===== config.mk =====
export PLATFORM = sky130hd
export DESIGN_NAME = cruise_control_throttle_controller
export DESIGN_NICKNAME = d
export VERILOG_FILES = /design/src/sv/cctc_pkg.sv /design/src/sv/cctc_cfg_regs.sv /design/src/sv/cctc_step.sv /design/src/sv/cruise_control_throttle_controller.sv
export SDC_FILE = /design/constraint.sdc
export NUM_CORES = 1
export LEC_CHECK = 0
export BUFFER_PORTS_ARGS = -buffer_cell sky130_fd_sc_hd__buf_2
export CORE_MARGIN = 3
export CORE_UTILIZATION = 65
export CTS_BUF_LIST = sky130_fd_sc_hd__clkbuf_4 sky130_fd_sc_hd__clkbuf_8
export CTS_CLUSTER_SIZE = 40
export DETAILED_ROUTE_END_ITERATION = 7
export PLACE_DENSITY = 0.85
export SETUP_SLACK_MARGIN = 0.15
export SLEW_MARGIN = 20
export SYNTH_ARGS = -nofsm -noshare
export SYNTH_HDL_FRONTEND = slang
export SYNTH_HIERARCHICAL = 1
export SYNTH_SLANG_ARGS = --single-unit

===== constraint.sdc =====
create_clock -name clk -period 26 [get_ports clk]
set_input_delay 5.2 -clock clk [delete_from_list [all_inputs] [get_ports clk]]
set_output_delay 5.2 -clock clk [all_outputs]
set_load 0.05 [all_outputs]

===== src/sv/cctc_pkg.sv =====
`timescale 1ns / 1ps
`default_nettype none
// ----------------------------------------------------------------------------
// Cruise control throttle controller package
// Shared types, register indexes and reset values.
// ----------------------------------------------------------------------------
package cctc_pkg;

    localparam int VelW      = 11;
    localparam int ThrW      = 8;
    localparam int ErrCfgW   = 10;
    localparam int CfgIdxW   = 3;
    localparam int CfgDataW  = 10;
    localparam int InDataW   = 16;
    localparam int OutDataW  = 24;

    localparam logic [ErrCfgW-1:0] CruiseMinVelRst = 10'd200;
    localparam logic [ThrW-1:0]    ThrottleMaxRst  = 8'd80;
    localparam logic [ThrW-1:0]    SmallStepRst    = 8'd10;
    localparam logic [ThrW-1:0]    BigStepRst      = 8'd30;
    localparam logic [ErrCfgW-1:0] FarErrorRst     = 10'd15;
    localparam logic [ErrCfgW-1:0] NearErrorRst    = 10'd10;

    typedef enum logic [CfgIdxW-1:0] {
        CFG_CRUISE_MIN_VEL = 3'd0,
        CFG_THROTTLE_MAX   = 3'd1,
        CFG_SMALL_STEP     = 3'd2,
        CFG_BIG_STEP       = 3'd3,
        CFG_FAR_ERROR      = 3'd4,
        CFG_NEAR_ERROR     = 3'd5
    } cfg_idx_t;

    typedef struct packed {
        logic [ErrCfgW-1:0] cruise_min_velocity;
        logic [ThrW-1:0]    throttle_max;
        logic [ThrW-1:0]    small_step;
        logic [ThrW-1:0]    big_step;
        logic [ErrCfgW-1:0] far_error;
        logic [ErrCfgW-1:0] near_error;
    } cfg_t;

    typedef struct packed {
        logic                   gas_button;
        logic                   brake_button;
        logic                   cruise_button;
        logic                   engine_switch;
        logic                   top_gear_switch;
        logic signed [VelW-1:0] measured_velocity;
    } in_item_t;

    typedef struct packed {
        logic                   engine_on;
        logic                   gear_top;
        logic                   gas_on;
        logic                   brake_on;
        logic                   cruise_on;
        logic [ThrW-1:0]        throttle_level;
        logic signed [VelW-1:0] target_velocity;
    } state_t;

endpackage : cctc_pkg
`default_nettype wire


===== src/sv/cctc_cfg_regs.sv =====
`timescale 1ns / 1ps
`default_nettype none
// ----------------------------------------------------------------------------
// Configuration register file
// Holds the six tuning registers, written through the configuration channel.
// ----------------------------------------------------------------------------
module cctc_cfg_regs (
    input  wire logic                          clk,
    input  wire logic                          rst_n,
    input  wire logic                          cfg_valid,
    input  wire logic [cctc_pkg::CfgIdxW-1:0]  cfg_index,
    input  wire logic [cctc_pkg::CfgDataW-1:0] cfg_data,
    output cctc_pkg::cfg_t                     cfg
);
    import cctc_pkg::*;

    cfg_t cfg_reg;
    cfg_t cfg_next;

    always_comb
    begin
        cfg_next = cfg_reg;
        if (cfg_valid)
        begin
            case (cfg_idx_t'(cfg_index))
                CFG_CRUISE_MIN_VEL: cfg_next.cruise_min_velocity = cfg_data[ErrCfgW-1:0];
                CFG_THROTTLE_MAX:   cfg_next.throttle_max        = cfg_data[ThrW-1:0];
                CFG_SMALL_STEP:     cfg_next.small_step          = cfg_data[ThrW-1:0];
                CFG_BIG_STEP:       cfg_next.big_step            = cfg_data[ThrW-1:0];
                CFG_FAR_ERROR:      cfg_next.far_error           = cfg_data[ErrCfgW-1:0];
                CFG_NEAR_ERROR:     cfg_next.near_error          = cfg_data[ErrCfgW-1:0];
                default:            cfg_next = cfg_reg;
            endcase
        end
    end

    always_ff @(posedge clk or negedge rst_n)
    begin
        if (!rst_n)
        begin
            cfg_reg.cruise_min_velocity <= CruiseMinVelRst;
            cfg_reg.throttle_max        <= ThrottleMaxRst;
            cfg_reg.small_step          <= SmallStepRst;
            cfg_reg.big_step            <= BigStepRst;
            cfg_reg.far_error           <= FarErrorRst;
            cfg_reg.near_error          <= NearErrorRst;
        end
        else
        begin
            cfg_reg <= cfg_next;
        end
    end

    assign cfg = cfg_reg;

endmodule : cctc_cfg_regs
`default_nettype wire


===== src/sv/cctc_step.sv =====
`timescale 1ns / 1ps
`default_nettype none
// ----------------------------------------------------------------------------
// Control period step
// Works out the next controller state from the current state and one period.
// ----------------------------------------------------------------------------
module cctc_step (
    input  wire cctc_pkg::cfg_t     cfg,
    input  wire cctc_pkg::state_t   cur,
    input  wire cctc_pkg::in_item_t item,
    output cctc_pkg::state_t        nxt
);
    import cctc_pkg::*;

    logic                   latched;
    logic                   gas_on;
    logic                   arm;
    logic                   cruise_btn;
    logic                   engine_on;
    logic                   cruise_on;
    logic                   apply;
    logic signed [VelW-1:0] vel;
    logic signed [VelW-1:0] tgt;
    logic signed [VelW:0]   err;
    logic [VelW:0]          neg_err;
    logic [VelW-1:0]        mag;
    logic [ThrW:0]          gas_sum;
    logic [ThrW-1:0]        thr_base;
    logic [ThrW-1:0]        step;
    logic [ThrW:0]          up_sum;
    logic [ThrW-1:0]        up_val;
    logic [ThrW-1:0]        dn_val;
    logic [ThrW-1:0]        thr_out;

    always_comb
    begin
        vel     = item.measured_velocity;
        latched = cur.cruise_on & cur.engine_on;

        gas_on     = item.gas_button & cur.engine_on;
        cruise_btn = cur.cruise_on & ~item.brake_button & ~gas_on;
        arm        = item.cruise_button & cur.gear_top & ~gas_on & ~item.brake_button
                     & (vel >= $signed({1'b0, cfg.cruise_min_velocity}));

        if (item.engine_switch)
            engine_on = 1'b1;
        else if (vel == '0)
            engine_on = 1'b0;
        else
            engine_on = cur.engine_on;

        cruise_on = (cruise_btn | arm) & item.top_gear_switch;
        apply     = cruise_on & engine_on;

        gas_sum = {1'b0, cur.throttle_level} + {1'b0, cfg.small_step};
        if (gas_on && engine_on)
            thr_base = (gas_sum > {1'b0, cfg.throttle_max}) ? cfg.throttle_max
                                                            : gas_sum[ThrW-1:0];
        else
            thr_base = '0;

        tgt     = latched ? cur.target_velocity : vel;
        err     = {vel[VelW-1], vel} - {tgt[VelW-1], tgt};
        neg_err = -err;
        mag     = (err > 0) ? err[VelW-1:0] : neg_err[VelW-1:0];

        step   = ({1'b0, mag} > {2'b0, cfg.near_error}) ? cfg.big_step : cfg.small_step;
        up_sum = {1'b0, thr_base} + {1'b0, step};
        up_val = (up_sum > {1'b0, cfg.throttle_max}) ? cfg.throttle_max : up_sum[ThrW-1:0];
        dn_val = (thr_base > step) ? (thr_base - step) : '0;
        if (dn_val > cfg.throttle_max)
            dn_val = cfg.throttle_max;

        if (!apply)
            thr_out = thr_base;
        else if (err > 0)
            thr_out = ({1'b0, mag} > {2'b0, cfg.far_error}) ? '0 : dn_val;
        else
            thr_out = ({1'b0, mag} > {2'b0, cfg.far_error}) ? cfg.throttle_max : up_val;

        nxt.engine_on       = engine_on;
        nxt.gear_top        = item.top_gear_switch;
        nxt.gas_on          = gas_on;
        nxt.brake_on        = item.brake_button;
        nxt.cruise_on       = cruise_on;
        nxt.throttle_level  = thr_out;
        nxt.target_velocity = apply ? tgt : '0;
    end

endmodule : cctc_step
`default_nettype wire


===== src/sv/cruise_control_throttle_controller.sv =====
`timescale 1ns / 1ps
`default_nettype none
// ----------------------------------------------------------------------------
// Cruise control throttle controller
// Turns one control period of pedal, switch and velocity inputs into one
// throttle command and status word.
//
// The slave stream carries one control period per transfer; the master
// stream returns exactly one result transfer for each. Tuning registers are
// written through the cfg channel, which is always ready; the user must write
// them only while the block is idle, as the block does not enforce it.
// An input transfer is registered, then the step logic works out the next
// state and the controller state and output register are updated together,
// so a result passes through the input register and then the state register
// before it is presented. One transfer per cycle is sustained while the
// receiver is ready; the combinational state update is what sets that rate.
// When the receiver stalls, the output register holds its result and the
// input register can still take one more transfer; after that s_axis_tready
// drops until the master side drains.
// Reset clears the controller state, both valid flags and restores the
// register reset values.
// ----------------------------------------------------------------------------
module cruise_control_throttle_controller (
    input  wire logic                           clk,
    input  wire logic                           rst_n,
    input  wire logic                           s_axis_tvalid,
    output logic                                s_axis_tready,
    // gas_button, brake_button, cruise_button, engine_switch, top_gear_switch,
    // measured_velocity[10:0]
    input  wire logic [cctc_pkg::InDataW-1:0]   s_axis_tdata,
    output logic                                m_axis_tvalid,
    input  wire logic                           m_axis_tready,
    // throttle_out[7:0], cruise_active, engine_running, gas_active,
    // brake_active, top_gear_on, reference_velocity[10:0]
    output logic [cctc_pkg::OutDataW-1:0]       m_axis_tdata,
    input  wire logic                           cfg_valid,
    output logic                                cfg_ready,
    input  wire logic [cctc_pkg::CfgIdxW-1:0]   cfg_index,
    input  wire logic [cctc_pkg::CfgDataW-1:0]  cfg_data
);
    import cctc_pkg::*;

    cfg_t     cfg;
    state_t   state_reg;
    state_t   state_next;
    in_item_t item_reg;
    in_item_t item_in;
    logic     in_valid_reg;
    logic     out_valid_reg;
    logic     advance;

    assign cfg_ready = 1'b1;

    cctc_cfg_regs u_cfg (
        .clk       (clk),
        .rst_n     (rst_n),
        .cfg_valid (cfg_valid),
        .cfg_index (cfg_index),
        .cfg_data  (cfg_data),
        .cfg       (cfg)
    );

    cctc_step u_step (
        .cfg  (cfg),
        .cur  (state_reg),
        .item (item_reg),
        .nxt  (state_next)
    );

    always_comb
    begin
        item_in.gas_button        = s_axis_tdata[0];
        item_in.brake_button      = s_axis_tdata[1];
        item_in.cruise_button     = s_axis_tdata[2];
        item_in.engine_switch     = s_axis_tdata[3];
        item_in.top_gear_switch   = s_axis_tdata[4];
        item_in.measured_velocity = s_axis_tdata[15:5];
    end

    assign advance       = in_valid_reg && (!out_valid_reg || m_axis_tready);
    assign s_axis_tready = !in_valid_reg || !out_valid_reg || m_axis_tready;

    always_ff @(posedge clk or negedge rst_n)
    begin
        if (!rst_n)
        begin
            in_valid_reg  <= 1'b0;
            out_valid_reg <= 1'b0;
            state_reg     <= '0;
        end
        else
        begin
            if (s_axis_tvalid && s_axis_tready)
                in_valid_reg <= 1'b1;
            else if (advance)
                in_valid_reg <= 1'b0;

            if (advance)
            begin
                out_valid_reg <= 1'b1;
                state_reg     <= state_next;
            end
            else if (m_axis_tready)
            begin
                out_valid_reg <= 1'b0;
            end
        end
    end

    always_ff @(posedge clk)
    begin
        if (s_axis_tvalid && s_axis_tready)
            item_reg <= item_in;
    end

    assign m_axis_tvalid = out_valid_reg;

    always_comb
    begin
        m_axis_tdata[7:0]   = state_reg.throttle_level;
        m_axis_tdata[8]     = state_reg.cruise_on;
        m_axis_tdata[9]     = state_reg.engine_on;
        m_axis_tdata[10]    = state_reg.gas_on;
        m_axis_tdata[11]    = state_reg.brake_on;
        m_axis_tdata[12]    = state_reg.gear_top;
        m_axis_tdata[23:13] = state_reg.target_velocity;
    end

    a_ref_needs_cruise: assert property (@(posedge clk) disable iff (!rst_n)
        (m_axis_tvalid && (m_axis_tdata[23:13] != '0)) |-> (m_axis_tdata[8] && m_axis_tdata[9]))
        else $error("reference velocity set without active cruise");

    a_idle_throttle_zero: assert property (@(posedge clk) disable iff (!rst_n)
        (m_axis_tvalid && !m_axis_tdata[10] && !(m_axis_tdata[8] && m_axis_tdata[9]))
        |-> (m_axis_tdata[7:0] == '0))
        else $error("throttle nonzero without gas or cruise");

    a_brake_cancels: assert property (@(posedge clk) disable iff (!rst_n)
        (m_axis_tvalid && m_axis_tdata[11]) |-> !m_axis_tdata[8])
        else $error("cruise active while braking");

    a_state_only_on_advance: assert property (@(posedge clk) disable iff (!rst_n)
        !advance |=> $stable(state_reg))
        else $error("controller state changed without a transfer");

endmodule : cruise_control_throttle_controller
`default_nettype wire


==> impl_metrics.ini <==
[floorplanning]
dieWidth_um = 116
die-area_um2 = 13400
num_rows = 39
io_pins = 61
dieHeight_um = 116
initial_utilization = 0.674
design.core.area_um2 = 11600

[clock_network]
clock_latency_ps = 380
cts_max_level = 3
clockBufferDepth = 2
numCtsBuffers = 9
ctsResizeCount = 0
cts_tree = built
cts_setup_buffers = 0
root_buffer = clkbuf_8
clk_pin_slew_ps = 100
clkSinkCount = 96
postCtsHoldBufs = 0

[sta]
finalSetupTns_ps = 0
setup_violations = 0
fin_crit_ps = 10990
max_freq_mhz = 91.0
finalHoldViolations = 0
finalCritPeriodShare = 0.423
tightest_slew_ps = 889
drv_slew = 0
max-slew-margin-rel = 0.406
layout_setup_ws_ps = 15010
clock_skew_ps = 11.4
grt_setup_unrepaired = no

[synth]
yosysWarnings = 6
synthFlopType = dfrtp_1
synth_area_um2 = 7830
synth_nets = 876
synth_cells = 747
async_reset_ff_frac = 0.833
seq_area_frac_synth = 0.320
syn_area_per_cell_um2 = 10.5
synth_edf_count = 16
ys_types = 80
ys_seq_elements = 96

[detailed_routing]
ant_nets = 0
wire_per_inst_um = 20.7
first_pass_iters = 5
drtIter0Drc = 371
routed_wl_um = 19600
drcViolationCount = 0
vias = 5975
drt-vias-per-instance = 6.32

[power_and_ir_drop]
p_leak_nw = 3.97
powerDensity_nw_per_um2 = 126
vdd_drop_max_mv = 0.0592
total_power_mw = 1.06

[run]
maxCapViolations = 0

[critical_path]
worst_setup_path_start_kind = flip-flop
path_common_cell = a21oi_1
r2r_cells = 41
critPathKind = reg2reg
critPathTopFamily = compound AO/OA/AOI/OAI gates
reg2reg_to = m_axis_tdata[6]
arrival_ps = 11320
rrSetupSlack_ps = 15010
r2r-start = m_axis_tdata[9]
cpPeakStageDelay_ps = 630
crit_fanout = 15
cp.depth = 41
cp-end-kind = flip-flop
worstPathRequired_ps = 26330
slowest_stage = a21oi_1
crit_buf_inv = 1

[finish]
final_nets = 926
multi_input_area_um2 = 4880
syn_to_final_growth_pct = 6.84
n_antenna_cell = 0
fin_area_um2 = 8360
fillers = 862
largest_reg_flops = 54
register_area_um2 = 2500
layout-drive-gt1-share = 0.263
mostFrequentLayoutCell = ha_1
final_cell_mix = 91 x ha_1, 65 x inv_1, 63 x dfrtp_1, 62 x nor2_1, 58 x buf_2

[place]
gp_congestion = 1.01
portBuffers = 59
placed_area_um2 = 8130
dp_slack_ps = 15060
dp_hpwl_um = 15300

[global_routing]
grt_use_total = 0.301
grt_pass1_vias = 6094
grt_max_degree = 81
grt-ovfl-total = 0
antenna_found_initial = 0
grt_pass1_wl_um = 30900

[run_status]
outcome = complete, no violations

[min_path]
min-delay-start = u_cfg/cfg[52]
hold-path-endpoint = u_cfg/cfg[52]
holdCritPathClass = reg2reg
min_path_cells = 1
final cells by class:
type | count | area share
Timing Repair Buffer | 62 | 0.0388
Clock inverter | 7 | 0.0121
Tap cell | 143 | 0.0214
Clock buffer | 9 | 0.0148
Sequential cell | 96 | 0.299
Multi-Input combinational cell | 563 | 0.584
Inverter | 65 | 0.0292
synthesized netlist by cell type, types with 9 or more instances:
master	n	area, um^2
o21ai_0	24	120
ha_1	91	1140
nand2_1	21	78.8
mux2i_1	29	290
nor2_1	62	233
dfstp_2	17	447
nor2b_1	9	56.3
nand4_1	12	75.1
a21oi_1	42	210
mux2_4	34	510
buf_4	9	67.6
edfxtp_1	16	480
nand2b_1	13	81.3
inv_1	65	244
mux2_2	56	631
dfrtp_1	63	1580
xnor2_1	23	201
nand3_1	12	60.1
nor3_1	9	45.0
per-stage QoR:
| stage | cells | hold WS (ps) | util |
|---|---|---|---|
| floorplan | 747 | 475 | - |
| global placement | 929 | 490 | 0.700 |
| detailed placement | 929 | 497 | 0.700 |
| CTS | 945 | 519 | 0.720 |
| global route | 945 | 534 | 0.720 |
| finish | 945 | 515 | 0.720 |
how the worst max path moves through the flow:
stage                               start               to
after floorplan             m_axis_tready    s_axis_tready
after global placement      m_axis_tready    s_axis_tready
after detailed placement    m_axis_tready    s_axis_tready
after CTS                   m_axis_tready    s_axis_tready
after global routing      m_axis_tdata[9]  m_axis_tdata[7]
final                     m_axis_tdata[9]  m_axis_tdata[6]
per-layer routing:
| layer | share of wire | wire [um] | track usage |
|---|---|---|---|
| met3 | 0.038 | 744 | 0.0475 |
| met2 | 0.50 | 9870 | 0.520 |
| met1 | 0.41 | 8100 | 0.369 |
| met4 | 0.044 | 855 | 0.142 |
| met5 | 0 | 0 | 0 |
cell families after synthesis:
| group | count (synthesis) | synth area share |
|---|---|---|
| AO/OA/AOI/OAI | 131 | 0.116 |
| XOR/XNOR | 32 | 0.0368 |
| adder cells (fa/ha/maj) | 95 | 0.156 |
| buffers and inverters | 88 | 0.0558 |
| flip-flops | 96 | 0.320 |
| multiplexers | 120 | 0.185 |
| other | 1 | 0.000479 |
| AND/OR/NAND/NOR | 184 | 0.131 |
where the power goes:
group / leakage (nW) / switching, mW / total [mW] / internal, mW
sequential: 1.11 / 0.0254 / 0.209 / 0.184
clock: 0.106 / 0.0581 / 0.113 / 0.0550
combinational: 2.75 / 0.425 / 0.735 / 0.311
(Power assumes the default switching activity.)
